### src/hw/rtl/cda_pkg.sv
`timescale 1ns / 1ps
// ---------------------------------------------------------------------------
// cda_pkg
// Types, constants and calendar helpers for the date add block.
// ---------------------------------------------------------------------------
package cda_pkg;

	localparam int YEAR_W  = 16;
	localparam int MONTH_W = 4;
	localparam int DAY_W   = 5;
	localparam int ADD_W   = 16;
	// day plus added count never exceeds this width
	localparam int SUM_W   = ADD_W + 1;

	localparam logic OP_SET = 1'b0;
	localparam logic OP_ADD = 1'b1;

	localparam logic [MONTH_W-1:0] MONTH_FIRST = 4'd0;
	localparam logic [MONTH_W-1:0] MONTH_FEB   = 4'd1;
	localparam logic [MONTH_W-1:0] MONTH_LAST  = 4'd11;

	localparam logic [DAY_W-1:0] DAY_ONE   = 5'd1;
	localparam logic [DAY_W-1:0] FEB_LEAP  = 5'd29;
	localparam logic [DAY_W-1:0] FEB_PLAIN = 5'd28;

	localparam logic [YEAR_W-1:0] YEAR_MAX = 16'hFFFF;

	// multiplicative inverse of 25 mod 2^16 and the divisibility bound
	localparam logic [YEAR_W-1:0] INV25       = 16'h5C29;
	localparam logic [YEAR_W-1:0] DIV25_LIMIT = 16'd2621;

	localparam logic [DAY_W-1:0] MONTH_LEN [12] = '{
		5'd31, 5'd28, 5'd31, 5'd30, 5'd31, 5'd30,
		5'd31, 5'd31, 5'd30, 5'd31, 5'd30, 5'd31
	};

	typedef enum logic {
		ST_IDLE,
		ST_BUSY
	} state_t;

	// leap: divisible by 4, and either not by 100 or also by 400
	// given divisibility by 4: by 100 means by 25, by 400 means also by 16
	function automatic logic is_leap(input logic [YEAR_W-1:0] year);
		logic [2*YEAR_W-1:0] prod;
		logic                div25;
		prod  = year * INV25;
		div25 = (prod[YEAR_W-1:0] <= DIV25_LIMIT);
		return (year[1:0] == 2'b00) && (!div25 || (year[3:0] == 4'b0000));
	endfunction

	function automatic logic [DAY_W-1:0] days_in(
		input logic [MONTH_W-1:0] month,
		input logic               leap
	);
		logic [MONTH_W-1:0] m;
		m = (month > MONTH_LAST) ? MONTH_LAST : month;
		if (m == MONTH_FEB) begin
			return leap ? FEB_LEAP : FEB_PLAIN;
		end
		return MONTH_LEN[m];
	endfunction

endpackage

### src/hw/rtl/cda_item_if.sv
`timescale 1ns / 1ps
// ---------------------------------------------------------------------------
// cda_item_if
// Input channel: set date or add days command with valid/ready.
// ---------------------------------------------------------------------------
interface cda_item_if;
	logic                             valid;
	logic                             ready;
	logic                             opcode;
	logic [cda_pkg::YEAR_W-1:0]       set_year;
	logic [cda_pkg::MONTH_W-1:0]      set_month;
	logic [cda_pkg::DAY_W-1:0]        set_day;
	logic [cda_pkg::ADD_W-1:0]        days_to_add;

	modport source (
		output valid, opcode, set_year, set_month, set_day, days_to_add,
		input  ready
	);
	modport sink (
		input  valid, opcode, set_year, set_month, set_day, days_to_add,
		output ready
	);
endinterface

### src/hw/rtl/cda_result_if.sv
`timescale 1ns / 1ps
// ---------------------------------------------------------------------------
// cda_result_if
// Output channel: current date after each command with valid/ready.
// ---------------------------------------------------------------------------
interface cda_result_if;
	logic                             valid;
	logic                             ready;
	logic [cda_pkg::YEAR_W-1:0]       out_year;
	logic [cda_pkg::MONTH_W-1:0]      out_month;
	logic [cda_pkg::DAY_W-1:0]        out_day;
	logic                             year_wrapped;

	modport source (
		output valid, out_year, out_month, out_day, year_wrapped,
		input  ready
	);
	modport sink (
		input  valid, out_year, out_month, out_day, year_wrapped,
		output ready
	);
endinterface

### src/hw/rtl/calendar_date_add_days.sv
`timescale 1ns / 1ps
// ---------------------------------------------------------------------------
// calendar_date_add_days
// Gregorian date register with set and add-days commands.
// ---------------------------------------------------------------------------
// Usage:
//   item   : command transaction (opcode, set_year/month/day, days_to_add).
//            opcode set loads the date, opcode add adds days_to_add.
//   result : one transaction per command with the date after it and
//            year_wrapped, which flags a year rollover past 65535.
// Timing:
//   A command is taken only while the block is idle. One subtract/compare
//   unit strips one month length per cycle until the sum fits the current
//   month, stepping the month and year with it, and the result is then
//   registered once the output register is free; a set strips nothing and
//   goes straight to the output register. The block takes no new command
//   until the result of the last one is registered.
// Stall:
//   The result sits in an output register; a new command is accepted and
//   worked on while it waits, and finishes once the register is free.
// Reset:
//   arst_n clears the date to year 0, month 0, day 1, with no result pending.
// ---------------------------------------------------------------------------
module calendar_date_add_days (
	input  logic                clk,
	input  logic                arst_n,
	cda_item_if.sink            item,
	cda_result_if.source        result
);

	cda_pkg::state_t                 state_q;
	cda_pkg::state_t                 state_d;

	logic [cda_pkg::YEAR_W-1:0]      year_q;
	logic [cda_pkg::MONTH_W-1:0]     month_q;
	logic [cda_pkg::DAY_W-1:0]       day_q;
	logic [cda_pkg::SUM_W-1:0]       sum_q;
	logic                            add_q;
	logic                            wrap_q;
	logic                            leap_q;

	logic [cda_pkg::YEAR_W-1:0]      res_year_q;
	logic [cda_pkg::MONTH_W-1:0]     res_month_q;
	logic [cda_pkg::DAY_W-1:0]       res_day_q;
	logic                            res_wrap_q;
	logic                            res_valid_q;

	logic                            accept;
	logic [cda_pkg::DAY_W-1:0]       len;
	logic                            step;
	logic                            out_free;
	logic                            finish;
	logic [cda_pkg::MONTH_W-1:0]     set_month_sat;
	logic [cda_pkg::DAY_W-1:0]       set_day_fix;
	logic [cda_pkg::DAY_W-1:0]       final_day;

	assign accept   = item.valid && item.ready;
	assign len      = cda_pkg::days_in(month_q, leap_q);
	assign step     = add_q && (sum_q > {{(cda_pkg::SUM_W-cda_pkg::DAY_W){1'b0}}, len});
	assign out_free = !res_valid_q || result.ready;

	assign set_month_sat = (item.set_month > cda_pkg::MONTH_LAST) ? cda_pkg::MONTH_LAST
	                                                              : item.set_month;
	assign set_day_fix   = (item.set_day == '0) ? cda_pkg::DAY_ONE : item.set_day;
	// once no month fits, the sum is at most the month length
	assign final_day     = add_q ? sum_q[cda_pkg::DAY_W-1:0] : day_q;

	always_comb begin
		state_d    = state_q;
		item.ready = 1'b0;
		finish     = 1'b0;
		case (state_q)
			cda_pkg::ST_IDLE: begin
				item.ready = 1'b1;
				if (item.valid) begin
					state_d = cda_pkg::ST_BUSY;
				end
			end
			cda_pkg::ST_BUSY: begin
				if (!step && out_free) begin
					finish  = 1'b1;
					state_d = cda_pkg::ST_IDLE;
				end
			end
			default: begin
				state_d = cda_pkg::ST_IDLE;
			end
		endcase
	end

	always_ff @(posedge clk or negedge arst_n) begin
		if (!arst_n) begin
			state_q <= cda_pkg::ST_IDLE;
		end else begin
			state_q <= state_d;
		end
	end

	// date registers and the shared month subtract unit
	always_ff @(posedge clk or negedge arst_n) begin
		if (!arst_n) begin
			year_q  <= '0;
			month_q <= cda_pkg::MONTH_FIRST;
			day_q   <= cda_pkg::DAY_ONE;
			add_q   <= 1'b0;
			wrap_q  <= 1'b0;
			leap_q  <= 1'b1;
		end else begin
			// registered from the year, so it lags it; a year change by a step always lands in january
			leap_q <= cda_pkg::is_leap(year_q);
			if (accept) begin
				wrap_q <= 1'b0;
				if (item.opcode == cda_pkg::OP_SET) begin
					add_q   <= 1'b0;
					year_q  <= item.set_year;
					month_q <= set_month_sat;
					day_q   <= set_day_fix;
				end else begin
					add_q <= 1'b1;
				end
			end else if (step) begin
				if (month_q == cda_pkg::MONTH_LAST) begin
					month_q <= cda_pkg::MONTH_FIRST;
					year_q  <= year_q + 1'b1;
					if (year_q == cda_pkg::YEAR_MAX) begin
						wrap_q <= 1'b1;
					end
				end else begin
					month_q <= month_q + 1'b1;
				end
			end else if (finish) begin
				day_q <= final_day;
			end
		end
	end

	always_ff @(posedge clk) begin
		if (accept) begin
			sum_q <= {{(cda_pkg::SUM_W-cda_pkg::DAY_W){1'b0}}, day_q}
			       + {1'b0, item.days_to_add};
		end else if (step) begin
			sum_q <= sum_q - {{(cda_pkg::SUM_W-cda_pkg::DAY_W){1'b0}}, len};
		end
	end

	// output register
	always_ff @(posedge clk or negedge arst_n) begin
		if (!arst_n) begin
			res_valid_q <= 1'b0;
		end else if (finish) begin
			res_valid_q <= 1'b1;
		end else if (result.ready) begin
			res_valid_q <= 1'b0;
		end
	end

	always_ff @(posedge clk) begin
		if (finish) begin
			res_year_q  <= year_q;
			res_month_q <= month_q;
			res_day_q   <= final_day;
			res_wrap_q  <= wrap_q;
		end
	end

	assign result.valid        = res_valid_q;
	assign result.out_year     = res_year_q;
	assign result.out_month    = res_month_q;
	assign result.out_day      = res_day_q;
	assign result.year_wrapped = res_wrap_q;

endmodule

### src/flat_wrapper.sv
// flat-port wrapper written by rule: the top's interface ports become plain ports
module calendar_date_add_days_flat 
  (clk, arst_n, item_valid, item_opcode, item_set_year, item_set_month, item_set_day, item_days_to_add, item_ready, result_valid, result_out_year, result_out_month, result_out_day, result_year_wrapped, result_ready);
  cda_item_if item_i ();
  cda_result_if result_i ();
  input  logic clk;
  input  logic arst_n;
  input wire logic [$bits(item_i.valid)-1:0] item_valid;
  input wire logic [$bits(item_i.opcode)-1:0] item_opcode;
  input wire logic [$bits(item_i.set_year)-1:0] item_set_year;
  input wire logic [$bits(item_i.set_month)-1:0] item_set_month;
  input wire logic [$bits(item_i.set_day)-1:0] item_set_day;
  input wire logic [$bits(item_i.days_to_add)-1:0] item_days_to_add;
  output wire logic [$bits(item_i.ready)-1:0] item_ready;
  output wire logic [$bits(result_i.valid)-1:0] result_valid;
  output wire logic [$bits(result_i.out_year)-1:0] result_out_year;
  output wire logic [$bits(result_i.out_month)-1:0] result_out_month;
  output wire logic [$bits(result_i.out_day)-1:0] result_out_day;
  output wire logic [$bits(result_i.year_wrapped)-1:0] result_year_wrapped;
  input wire logic [$bits(result_i.ready)-1:0] result_ready;
  assign item_i.valid = item_valid;
  assign item_i.opcode = item_opcode;
  assign item_i.set_year = item_set_year;
  assign item_i.set_month = item_set_month;
  assign item_i.set_day = item_set_day;
  assign item_i.days_to_add = item_days_to_add;
  assign item_ready = item_i.ready;
  assign result_valid = result_i.valid;
  assign result_out_year = result_i.out_year;
  assign result_out_month = result_i.out_month;
  assign result_out_day = result_i.out_day;
  assign result_year_wrapped = result_i.year_wrapped;
  assign result_i.ready = result_ready;
  calendar_date_add_days u_core (.clk(clk), .arst_n(arst_n), .item(item_i), .result(result_i));
endmodule
### config.mk
export PLATFORM = sky130hd
export DESIGN_NAME = calendar_date_add_days_flat
export DESIGN_NICKNAME = d
export VERILOG_FILES = /design/src/hw/rtl/cda_pkg.sv /design/src/hw/rtl/cda_item_if.sv /design/src/hw/rtl/cda_result_if.sv /design/src/hw/rtl/calendar_date_add_days.sv /design/src/flat_wrapper.sv
export SDC_FILE = /design/constraint.sdc
export NUM_CORES = 1
export LEC_CHECK = 0
export BUFFER_PORTS_ARGS = -buffer_cell sky130_fd_sc_hd__buf_2
export CORE_MARGIN = 1
export CORE_UTILIZATION = 55
export CTS_BUF_LIST = sky130_fd_sc_hd__clkbuf_2 sky130_fd_sc_hd__clkbuf_4 sky130_fd_sc_hd__clkbuf_8
export CTS_CLUSTER_DIAMETER = 100
export DETAILED_ROUTE_END_ITERATION = 8
export HOLD_SLACK_MARGIN = 0.12
export PLACE_DENSITY = 0.85
export SYNTH_ARGS = -nofsm -noshare
export SYNTH_HDL_FRONTEND = slang
export SYNTH_SLANG_ARGS = --single-unit
### constraint.sdc
create_clock -name clk -period 7.7 [get_ports clk]
set_input_delay 1.155 -clock clk [delete_from_list [all_inputs] [get_ports clk]]
set_output_delay 1.155 -clock clk [all_outputs]
set_load 0.005 [all_outputs]
==> out/qor.yml <==
rsz0062_at_grt: "false"
htree_levels: 3
yosys.cell_count.top_type: "ha_1"
multi_input_area_mm2: 0.00329
syn_avg_cell_area_um2: 10.4
yosys.area.top_type_share_pct: 23.1
maxSlewViolCount: 0
fin_nets: 746
cts_setup_buffers: 0
synthTopCellsByArea: "edfxtp_1, ha_1, dfrtp_1"
reg2reg_depth: 13
start_util_pct: 56.8
synth_edf_count: 43
cts-resized-gates: 0
outcome: "finished clean"
num_vias: 4407
synth_top_cell_by_area: "edfxtp_1"
critPathCaptureType: "register"
min_path_type: "register to register"
arrival_ns: 4.56
die_h_um: 103
yosysWarningCount: 0
numCtsBuffers: 9
syn-num-nets: 674
slew_headroom_pct: 29.5
period_share_pct: 55.5
path_class: "register to register"
grt_start_max_net_pins: 36
grt-ovfl-total: 0
holdBufCountCts: 0
holdPathEnd: "u_core.result.year_wrapped"
cts_sinks: 73
track_usage_pct: 26.6
first_pass_iters: 5
min_path_cells: 0
ys.flop_type: "edfxtp_1"
area_growth_pct: 12.4
regToRegEndpoint: "u_core.leap_q"
hold_start: "u_core.wrap_q"
path_max_fanout: 15
register_area_mm2: 0.00204
cp-start-kind: "register"
layout-drive-gt1-share_pct: 17.6
worstMarginPinSlew_ns: 1.06
setup_tns_ns: 0
dp_hpwl_mm: 9.64
async_flop_share_pct: 41.1
fillers: 774
clkTransAtPathRegs_ns: 0.08
syn_inst: 537
max_cap_violations: 0
rrSetupSlack_ns: 3.42
antenna_found_initial: 0
dieArea_mm2: 0.0105
ctsLongestPathBuffers: 2
post-route-min-period_ns: 4.28
finalWorstSetupSlack_ns: 3.42
wl_per_cell_um: 17.0
syn_area_mm2: 0.00558
core_area_mm2: 0.00982
n_antenna_cell: 0
drc: 0
port-buffer-count: 73
ant_nets: 0
wirelength_mm: 12.7
grt_pass1_wl_mm: 21.3
ys_seq_area_share_pct: 36.7
fmax_mhz: 234
setup_viol: 0
pre_cts_ws_ns: 3.47
synth_commonest_cells: "ha_1, inv_1, nor2_1"
yosys_register_bits: 73
hold_viol: 0
drt_iter0_drc: 295
tritoncts: "built"
top_level_ports: 74
insertion_delay_ns: 0.36
clockRootBuffer: "clkbuf_8"
crit_required_ns: 7.98
fin_worst_skew_ns: 0.0159
synth_cell_type_count: 63
gp_congestion: 0.872
rows: 36
rr_startpoint: "u_core.year_q[0]"
viasPerCell: 5.90
die_w_um: 103
grt_pass1_vias: 4382
final cells by class:
type	instances	area share [%]
Clock buffer	9	1.97
Clock inverter	7	1.24
Inverter	49	2.93
Multi-Input combinational cell	400	52.4
Sequential cell	73	32.6
Tap cell	133	2.65
Timing Repair Buffer	76	6.18
kinds of logic after synthesis:
| family | count (synthesis) | share of synthesized area [%] |
|---|---|---|
| AND/OR/NAND/NOR | 153 | 14.1 |
| multiplexers | 15 | 2.87 |
| adder cells (fa/ha/maj) | 91 | 23.1 |
| flip-flops | 73 | 36.7 |
| XOR/XNOR | 44 | 6.91 |
| buffers and inverters | 64 | 4.44 |
| AO/OA/AOI/OAI | 97 | 11.9 |
cells in the final DEF, fill, tap and decap left out, types with 5 or more instances in the layout:
cell	netlist	final
ha_1	71	71
fa_1	20	20
nand4_1	6	6
xor2_1	18	18
o21ai_0	20	20
buf_2	0	73
and3_1	7	7
o22ai_1	5	5
nor4_1	5	5
nor3_1	13	13
dfrtp_1	28	28
xnor2_1	26	26
a31oi_1	6	6
clkbuf_8	0	9
nor2_1	47	47
mux2i_1	10	10
nand2_1	37	37
nand3_1	5	5
nor2b_1	6	5
inv_1	49	49
a311oi_1	9	9
edfxtp_1	43	43
a21oi_1	18	18
a211oi_1	12	12
how the worst max path moves through the flow:
stage	startpoint	to	slack (ns)
floorplan	u_core.year_q[0]	u_core.leap_q	3.78
global placement	u_core.year_q[0]	u_core.leap_q	3.55
detailed placement	u_core.year_q[0]	u_core.leap_q	3.47
CTS	u_core.year_q[0]	u_core.leap_q	3.45
global route	u_core.year_q[0]	u_core.leap_q	3.24
finish	u_core.year_q[0]	u_core.leap_q	3.42
registers in the layout, indices dropped and copies added, names as in the netlist, 4 cells and up:
name                     cells
u_core.result.out_month      4
u_core.month_q               4
u_core.result.out_day        5
u_core.sum_q                17
u_core.result.out_year      16
u_core.day_q                 5
u_core.year_q               16
per-stage QoR:
stage	instance area (µm²)	cells	hold slack (ns)	utilization, %
3_3_place_gp	6070	731	0.434	61.8
3_5_place_dp	6070	731	0.453	61.8
6_report	6270	747	0.472	63.9
4_1_cts	6270	747	0.471	63.9
2_1_floorplan	5580	537	0.423	-
5_1_grt	6270	747	0.472	63.9
per-layer routing:
layer | vias to the layer above | GRT usage, % | part of all wire (%)
met5 | - | 0 | 0
met2 | 184 | 45.3 | 50
met4 | 0 | 10.5 | 2.2
met1 | 2128 | 34.1 | 41
li1 | 2070 | - | -
met3 | 25 | 4.07 | 6.3
critical path, stage by stage (launching register included):
cell     delay (ns)
dfrtp_1        0.67
ha_1           0.35
ha_1           0.30
inv_1          0.07
fa_1           0.44
fa_1           0.54
inv_1          0.05
fa_1           0.47
ha_1           0.30
ha_1           0.33
a21o_1         0.18
a31oi_1        0.17
xnor2_1        0.10
a41oi_1        0.21
Power is left out: the tool's default activity adds up to more than one toggle a clock period on the data nets, which glitch-free logic cannot reach.
